$ cat config.mk
export PLATFORM = sky130hd
export DESIGN_NAME = approximate_pattern_match_stream
export DESIGN_NICKNAME = d
export VERILOG_FILES = /design/src/rtl/core/apm_pkg.sv /design/src/rtl/core/apm_cell.sv /design/src/rtl/core/approximate_pattern_match_stream.sv
export SDC_FILE = /design/constraint.sdc
export NUM_CORES = 2
export LEC_CHECK = 0
export BUFFER_PORTS_ARGS = -buffer_cell sky130_fd_sc_hd__buf_2
export CAP_MARGIN = 20
export CORE_ASPECT_RATIO = 1.5
export CORE_MARGIN = 1.5
export CORE_UTILIZATION = 45
export DETAILED_ROUTE_END_ITERATION = 10
export SLEW_MARGIN = 10
export SYNTH_ARGS = -nofsm -noshare
export SYNTH_HDL_FRONTEND = slang
export SYNTH_HIERARCHICAL = 1
export SYNTH_SLANG_ARGS = --single-unit
$ cat constraint.sdc
create_clock -name clock -period 37.4 [get_ports clock]
set_input_delay 3.74 -clock clock [delete_from_list [all_inputs] [get_ports clock]]
set_output_delay 3.74 -clock clock [all_outputs]
set_load 0.01 [all_outputs]
$ cat src/rtl/core/apm_pkg.sv
// Shared types and constants for the approximate pattern match stream.
package apm_pkg;

   // Distance width, wide enough for the largest supported pattern
   localparam int DIST_W = 7;
   // Row index width, wide enough for any supported row
   localparam int ROW_W = 7;
   localparam int CHAR_W = 8;
   localparam int POS_W = 16;
   localparam int LEN_W = 5;
   localparam int THR_W = 5;
   localparam int CSR_IDX_W = 8;
   localparam int CSR_DATA_W = 64;
   localparam int OUT_DIST_W = 5;
   // Characters held in the two pattern registers
   localparam int REG_CHARS = 16;

   // Register indexes
   localparam logic [CSR_IDX_W-1:0] CSR_PATTERN_LENGTH = 8'd0;
   localparam logic [CSR_IDX_W-1:0] CSR_MATCH_THRESHOLD = 8'd1;
   localparam logic [CSR_IDX_W-1:0] CSR_PATTERN_LOW = 8'd2;
   localparam logic [CSR_IDX_W-1:0] CSR_PATTERN_HIGH = 8'd3;

   localparam logic [POS_W-1:0] POS_MAX = 16'hFFFF;
   localparam logic [DIST_W-1:0] OUT_DIST_MAX = 7'd31;

   // Data handed from one cell to the next along with each text byte
   typedef struct packed {
      logic              valid;
      logic              start;
      logic [CHAR_W-1:0] text_char;
      logic [DIST_W-1:0] above;   // new distance of the row above
      logic [DIST_W-1:0] diag;    // previous distance of the row above
      logic [DIST_W-1:0] result;  // distance of the selected row
      logic [POS_W-1:0]  pos;
   } link_type;

endpackage

$ cat src/rtl/core/apm_cell.sv
// One pattern row of the systolic distance chain.
module apm_cell #(
   parameter int ROW = 0
) (
   input  logic                       clock,
   input  logic                       reset,
   input  logic                       advance,
   input  logic [apm_pkg::CHAR_W-1:0] pattern_char,
   input  logic [apm_pkg::ROW_W-1:0]  sel_row,
   input  apm_pkg::link_type          link_in,
   output apm_pkg::link_type          link_out
);

   localparam logic [apm_pkg::DIST_W-1:0] ROW_INIT = apm_pkg::DIST_W'(ROW + 1);
   localparam logic [apm_pkg::DIST_W-1:0] ONE = apm_pkg::DIST_W'(1);

   logic [apm_pkg::DIST_W-1:0] col_ff, col_in;
   logic                       valid_ff, valid_in;
   apm_pkg::link_type          data_ff, data_in;

   logic [apm_pkg::DIST_W-1:0] old_dist, diag_cost, del_cost, ins_cost, best;

   // Edit distance recurrence for this row
   always_comb begin
      old_dist  = link_in.start ? ROW_INIT : col_ff;
      diag_cost = link_in.diag + ((link_in.text_char == pattern_char) ?
                                  {apm_pkg::DIST_W{1'b0}} : ONE);
      del_cost  = link_in.above + ONE;
      ins_cost  = old_dist + ONE;
      best      = diag_cost;
      if (del_cost < best) begin
         best = del_cost;
      end
      if (ins_cost < best) begin
         best = ins_cost;
      end
   end

   // Next cell state and outgoing link
   always_comb begin
      col_in   = col_ff;
      valid_in = valid_ff;
      data_in  = data_ff;
      if (advance) begin
         valid_in = link_in.valid;
         data_in  = link_in;
         data_in.above = best;
         data_in.diag  = old_dist;
         if (sel_row == apm_pkg::ROW_W'(ROW)) begin
            data_in.result = best;
         end
         if (link_in.valid) begin
            col_in = best;
         end
      end
   end

   always_ff @(posedge clock) begin
      if (reset) begin
         col_ff   <= ROW_INIT;
         valid_ff <= 1'b0;
      end else begin
         col_ff   <= col_in;
         valid_ff <= valid_in;
      end
   end

   // Payload carries no reset
   always_ff @(posedge clock) begin
      data_ff <= data_in;
   end

   always_comb begin
      link_out       = data_ff;
      link_out.valid = valid_ff;
   end

endmodule

$ cat src/rtl/core/approximate_pattern_match_stream.sv
// Top level: streaming approximate pattern matcher built from a chain of row cells.
//
//   channel  | direction | payload
//   req      | in        | tdata[7:0] text_char; tuser start_of_text
//   rsp      | out       | tdata[4:0] distance, [20:5] text_position; tuser is_match
//   csr      | in        | csr_index register, csr_wdata value
//
// One text byte enters per cycle while the chain advances; it walks the row chain
// one cell per cycle, through every row cell register and then the result register.
// Reset loads the distance column with row index plus one and clears position.
// A stalled result register freezes the chain only once the last cell holds a
// byte; bubbles ahead of it keep closing. Register writes are always taken.
module approximate_pattern_match_stream #(
   parameter int PATTERN_MAX = 16
) (
   input  logic                           clock,
   input  logic                           reset,
   // request channel
   input  logic                           req_tvalid,
   output logic                           req_tready,
   input  logic [7:0]                     req_tdata,   // [7:0] text_char
   input  logic                           req_tuser,   // [0] start_of_text
   // result channel
   output logic                           rsp_tvalid,
   input  logic                           rsp_tready,
   output logic [23:0]                    rsp_tdata,   // [4:0] distance, [20:5] text_position
   output logic                           rsp_tuser,   // [0] is_match
   // register write channel
   input  logic                           csr_valid,
   output logic                           csr_ready,
   input  logic [apm_pkg::CSR_IDX_W-1:0]  csr_index,
   input  logic [apm_pkg::CSR_DATA_W-1:0] csr_wdata
);

   // Configuration registers
   logic [apm_pkg::LEN_W-1:0]      len_ff, len_in;
   logic [apm_pkg::THR_W-1:0]      thr_ff, thr_in;
   logic [apm_pkg::CSR_DATA_W-1:0] pat_lo_ff, pat_lo_in;
   logic [apm_pkg::CSR_DATA_W-1:0] pat_hi_ff, pat_hi_in;

   logic [apm_pkg::POS_W-1:0]      pos_ff, pos_in, pos_item;
   logic [apm_pkg::ROW_W-1:0]      sel_row;
   logic [apm_pkg::ROW_W-1:0]      len_ext;
   logic                           advance;

   logic                           rsp_valid_ff, rsp_valid_in;
   logic [apm_pkg::OUT_DIST_W-1:0] rsp_dist_ff, rsp_dist_in;
   logic [apm_pkg::POS_W-1:0]      rsp_pos_ff, rsp_pos_in;
   logic                           rsp_match_ff, rsp_match_in;
   logic [apm_pkg::DIST_W-1:0]     last_dist;

   apm_pkg::link_type links [0:PATTERN_MAX];

   assign csr_ready = 1'b1;

   always_comb begin
      len_in    = len_ff;
      thr_in    = thr_ff;
      pat_lo_in = pat_lo_ff;
      pat_hi_in = pat_hi_ff;
      if (csr_valid) begin
         case (csr_index)
            apm_pkg::CSR_PATTERN_LENGTH:  len_in    = csr_wdata[apm_pkg::LEN_W-1:0];
            apm_pkg::CSR_MATCH_THRESHOLD: thr_in    = csr_wdata[apm_pkg::THR_W-1:0];
            apm_pkg::CSR_PATTERN_LOW:     pat_lo_in = csr_wdata;
            apm_pkg::CSR_PATTERN_HIGH:    pat_hi_in = csr_wdata;
            default: ;
         endcase
      end
   end

   always_ff @(posedge clock) begin
      if (reset) begin
         len_ff    <= apm_pkg::LEN_W'(1);
         thr_ff    <= '0;
         pat_lo_ff <= '0;
         pat_hi_ff <= '0;
      end else begin
         len_ff    <= len_in;
         thr_ff    <= thr_in;
         pat_lo_ff <= pat_lo_in;
         pat_hi_ff <= pat_hi_in;
      end
   end

   // Reported row: length clamped to 1..PATTERN_MAX, minus one
   always_comb begin
      len_ext = apm_pkg::ROW_W'(len_ff);
      if (len_ext == '0) begin
         sel_row = '0;
      end else if (len_ext > apm_pkg::ROW_W'(PATTERN_MAX)) begin
         sel_row = apm_pkg::ROW_W'(PATTERN_MAX - 1);
      end else begin
         sel_row = len_ext - apm_pkg::ROW_W'(1);
      end
   end

   // Chain moves unless a finished byte sits on a held result
   assign advance    = !links[PATTERN_MAX].valid || !rsp_valid_ff || rsp_tready;
   assign req_tready = advance;

   // Text position, saturating
   always_comb begin
      pos_item = req_tuser ? '0 : pos_ff;
      pos_in   = pos_ff;
      if (req_tvalid && advance) begin
         pos_in = (pos_item == apm_pkg::POS_MAX) ? apm_pkg::POS_MAX :
                  pos_item + apm_pkg::POS_W'(1);
      end
   end

   always_ff @(posedge clock) begin
      if (reset) begin
         pos_ff <= '0;
      end else begin
         pos_ff <= pos_in;
      end
   end

   // Head of the chain: empty pattern prefix has distance zero
   always_comb begin
      links[0]           = '0;
      links[0].valid     = req_tvalid;
      links[0].start     = req_tuser;
      links[0].text_char = req_tdata;
      links[0].pos       = pos_item;
   end

   // Row cells
   for (genvar k = 0; k < PATTERN_MAX; k++) begin : g_row
      logic [apm_pkg::CHAR_W-1:0] pchar;
      if (k < 8) begin : g_lo
         assign pchar = pat_lo_ff[8*k +: 8];
      end else if (k < apm_pkg::REG_CHARS) begin : g_hi
         assign pchar = pat_hi_ff[8*(k-8) +: 8];
      end else begin : g_none
         assign pchar = '0;
      end

      apm_cell #(
         .ROW (k)
      ) u_cell (
         .clock        (clock),
         .reset        (reset),
         .advance      (advance),
         .pattern_char (pchar),
         .sel_row      (sel_row),
         .link_in      (links[k]),
         .link_out     (links[k+1])
      );
   end

   // Result register
   always_comb begin
      last_dist    = links[PATTERN_MAX].result;
      rsp_valid_in = rsp_valid_ff && !rsp_tready;
      rsp_dist_in  = rsp_dist_ff;
      rsp_pos_in   = rsp_pos_ff;
      rsp_match_in = rsp_match_ff;
      if (advance && links[PATTERN_MAX].valid) begin
         rsp_valid_in = 1'b1;
         rsp_dist_in  = (last_dist > apm_pkg::OUT_DIST_MAX) ?
                        apm_pkg::OUT_DIST_W'(apm_pkg::OUT_DIST_MAX) :
                        last_dist[apm_pkg::OUT_DIST_W-1:0];
         rsp_pos_in   = links[PATTERN_MAX].pos;
         rsp_match_in = (rsp_dist_in <= thr_ff);
      end
   end

   always_ff @(posedge clock) begin
      if (reset) begin
         rsp_valid_ff <= 1'b0;
      end else begin
         rsp_valid_ff <= rsp_valid_in;
      end
   end

   always_ff @(posedge clock) begin
      rsp_dist_ff  <= rsp_dist_in;
      rsp_pos_ff   <= rsp_pos_in;
      rsp_match_ff <= rsp_match_in;
   end

   assign rsp_tvalid = rsp_valid_ff;
   assign rsp_tdata  = {3'b000, rsp_pos_ff, rsp_dist_ff};
   assign rsp_tuser  = rsp_match_ff;

   // Back-pressure only comes from a held result with a byte waiting behind it
   a_stall_cause: assert property (@(posedge clock) disable iff (reset)
      !req_tready |-> (rsp_tvalid && !rsp_tready && links[PATTERN_MAX].valid))
      else $error("chain stalled without a held result");

   // Reported row always lies inside the chain
   a_sel_row: assert property (@(posedge clock) disable iff (reset)
      sel_row < apm_pkg::ROW_W'(PATTERN_MAX))
      else $error("selected row out of range");

   // Reported distance never exceeds the pattern size
   a_dist_bound: assert property (@(posedge clock) disable iff (reset)
      rsp_tvalid |-> (apm_pkg::DIST_W'(rsp_dist_ff) <= apm_pkg::DIST_W'(PATTERN_MAX)))
      else $error("distance above pattern size");

   // Position counter holds at saturation until a new text starts
   a_pos_sat: assert property (@(posedge clock) disable iff (reset)
      (pos_ff == apm_pkg::POS_MAX && !(req_tvalid && req_tready && req_tuser))
      |=> pos_ff == apm_pkg::POS_MAX)
      else $error("position counter wrapped");

endmodule
==> summary.md <==
| Metric | Value |
|---|---|
| Inserted Clock Buffers | between 90 and 100 |
| Most common cell on crit path | buf_2 |
| Worst R2R Setup Slack | 30.98 ns |
| # H-tree levels | 3 |
| Antenna Nets Post-Route | 0 |
| DIE WIDTH | 276 um |
| RSZ-0062 raised after global routing | no |
| Fin. Hold Viols | 0 |
| Die Y | 412 um |
| Vias in the first global route | 31897 |
| Worst Tran Pin Value | 1.03 ns |
| Levels on crit path | 4 |
| Largest net degree at the start of global routing | between 100 and 150 |
| CP delay by family, top | buffers and inverters |
| Clk pwr share | between 20% and 30% |
| Slew margin rel. | 31.2% |
| Mapped Area | 50200 um^2 |
| Layout area overhead | 11.0% |
| Final wirelength | 115 mm |
| Root buf cell | clkbuf_16 |
| Slew Viols, Final | 0 |
| Pint | 2.45 mW |
| Site row count | 149 |
| Mapped Cells | roughly 4300 |
| Ratio of final minimum period to clock period | 23.0% |
| Crit path from | rsp_tready |
| Clk buf depth | 3 |
| DRC | 0 |
| Sw power | 1.35 mW |
| Placeable Area | approximately 110000 um^2 |
| Maximum vdd ir drop | 0.0000926 V |
| Port bufs | 109 |
| Vias | 32109 |
| CP bufs+invs | 3 |
| Share of layout cells above drive strength 1 | 13.5% |
| Initial antenna violation count | 9 |
| Iteration-0 DRC Markers | 1652 |
| Sequence of cells on the critical path | buf_2 > nand3b_1 > buf_4 > buf_2 |
| FF+latch area | 27700 um^2 |
| Slowest stage cell, crit path | buf_4 |
| Worst R2R Path Depth | 22 |
| Critical path arrival | a little under 5 ns |
| CTS Sinks | 1018 |
| Die Footprint | between 100000 and 150000 um^2 |
| CTS tree | yes |
| Hold buffer count at CTS | 0 |
| Syn avg cell area | 11.7 um^2 |
| Sw frac | 35.6% |
| Final setup fails | 0 |
| Total Power | 3.81 mW |
| Initial Utilization | 45.5% |
| Clk slew on worst S/H paths | 0.06 ns |
| Hpwl dp | between 80 and 90 mm |
| Setup Skew | around 0.053 ns |
| Highest Clock Rate | 116 MHz |
| Post-CTS Setup Bufs | 0 |
| Synthesis warning total | 6 |
| Setup TNS | 0 ns |
| RR Endpoint | g_row[10].u_cell/link_out[17] |
| Startpoint types | input port |
| Min-delay worst type | flop to flop |
| Multi-input gate area | 21200 um^2 |
| GPL Wtd Cong | 0.863 |
| Clk Latency, worst-skew pair | 0.72 ns |
| Nets | ~4800 |
| Wire per inst | 19.1 um |
| Combinational power share | 37.6% |
| R2R Path Start | g_row[9].u_cell/link_out[40] |
| Fin util | ~50% |
| Max-Cap Viols | 0 |
| # IOs | 114 |
| Leakage | 22.7 nW |
| Gr ovfl total | 0 |
| Status | complete, no violations |
| Filler instances | 9811 |
| Cts repair resizes | 0 |
| Total power per unit cell area | 68.3 nW/um^2 |
| Crit path to | req_tready |
| GRT Total Usage | between 20 and 25% |
| Flop pwr share | 36.2% |
| First-pass GRT wire length | 177 mm |
| Critical path class | input port to primary output |
| Critical-path maximum fanout | 48 |
| Max incr delay on CP | 0.61 ns |
| Crit. End Element | primary output |
| DR pass1 iterations | 5 |
| Period minus WS final | about 8.6 ns |
| Req. time, crit path | 33.66 ns |
| Vias per cell | 5.36 |
[state kept, by name, indices dropped and copies added, names as in the netlist, 5 cells and up]
name	cells
g_row.u_cell/valid_ff	16
rsp_pos_ff	16
pat_lo_ff	64
len_ff	5
pat_hi_ff	64
thr_ff	5
rsp_dist_ff	5
pos_ff	16
g_row.u_cell/col_ff	112
g_row.u_cell/link_out	713
[cell type report]
cell class	instances	area share [%]
clock inverters	59	1.15
diodes	8	0.0359
clock buffers	124	4.83
repair buffers	137	1.42
inverters	239	1.61
multi-input cells	2969	38.0
flip-flops and latches	1018	49.7
well taps	1434	3.22
[how the worst min path moves through the flow]
stage / end / start / slack (ns) / cells past startpoint
after floorplan: g_row[10].u_cell/link_out[0] / g_row[9].u_cell/link_out[0] / 0.40 / 0
after global placement: g_row[3].u_cell/link_out[6] / g_row[2].u_cell/link_out[6] / 0.40 / 0
after detailed placement: g_row[10].u_cell/link_out[15] / g_row[9].u_cell/link_out[15] / 0.40 / 0
after CTS: g_row[5].u_cell/link_out[9] / g_row[4].u_cell/link_out[9] / 0.40 / 0
after global routing: g_row[5].u_cell/link_out[9] / g_row[4].u_cell/link_out[9] / 0.41 / 0
final: g_row[4].u_cell/link_out[1] / g_row[3].u_cell/link_out[1] / 0.41 / 0
[power by group through the flow]
stage | clock network [mW] | logic, mW | registers (mW)
final | 0.998 | 1.43 | 1.38
after global routing | 1.07 | 1.56 | 1.39
after CTS | 1.03 | 1.43 | 1.38
after detailed placement | 0 | 1.43 | 1.40
after global placement | 0 | 1.41 | 1.40
after floorplan | 0 | 1.11 | 1.38
[cell usage in the layout, fill, tap and decap left out, types with 74 or more instances in the layout]
cell type,instances
a21oi_1,288
buf_2,108
clkbuf_16,100
dfxtp_1,283
edfxtp_1,735
ha_1,248
inv_1,238
mux2_2,108
mux2i_1,101
nand2_1,465
nand3_1,180
nor2_1,171
nor2b_1,95
o21ai_0,110
xnor2_1,74
xor2_1,284
[through the flow]
stage,setup slack (ns),hold slack [ns],area (um^2),instances
2_1_floorplan,9.39,0.400,50400,4343
3_3_place_gp,28.81,0.400,52400,5796
5_1_grt,28.73,0.414,55700,5981
3_5_place_dp,28.78,0.405,52400,5796
4_1_cts,28.77,0.401,55700,5979
6_report,28.79,0.410,55800,5988
[worst register-to-register path, stage by stage, from the launching register on]
cell	delay (ns)
edfxtp_1	0.47
xor2_1	0.18
nor4_1	0.59
nand2_1	0.36
ha_1	0.33
ha_1	0.23
xor2_1	0.21
inv_1	0.07
ha_1	0.27
o21a_1	0.12
o22a_1	0.21
a21boi_1	0.23
o21a_1	0.39
mux2i_1	0.35
inv_1	0.07
ha_1	0.33
nand4_1	0.10
a21oi_1	0.20
o32ai_1	0.20
o31ai_1	0.48
nand2_4	0.19
mux2i_1	0.43
o21ai_0	0.17
[layer usage]
metal	GRT usage, %	share of wire (%)	routed length (um)	vias to the layer above
li1	-	-	-	15928
met1	22.6	39	44600	15408
met2	37.5	53	60900	550
met3	2.66	3.4	3910	221
met4	9.48	4.5	5170	2
met5	0	0.011	13	-
(Power assumes the default switching activity.)
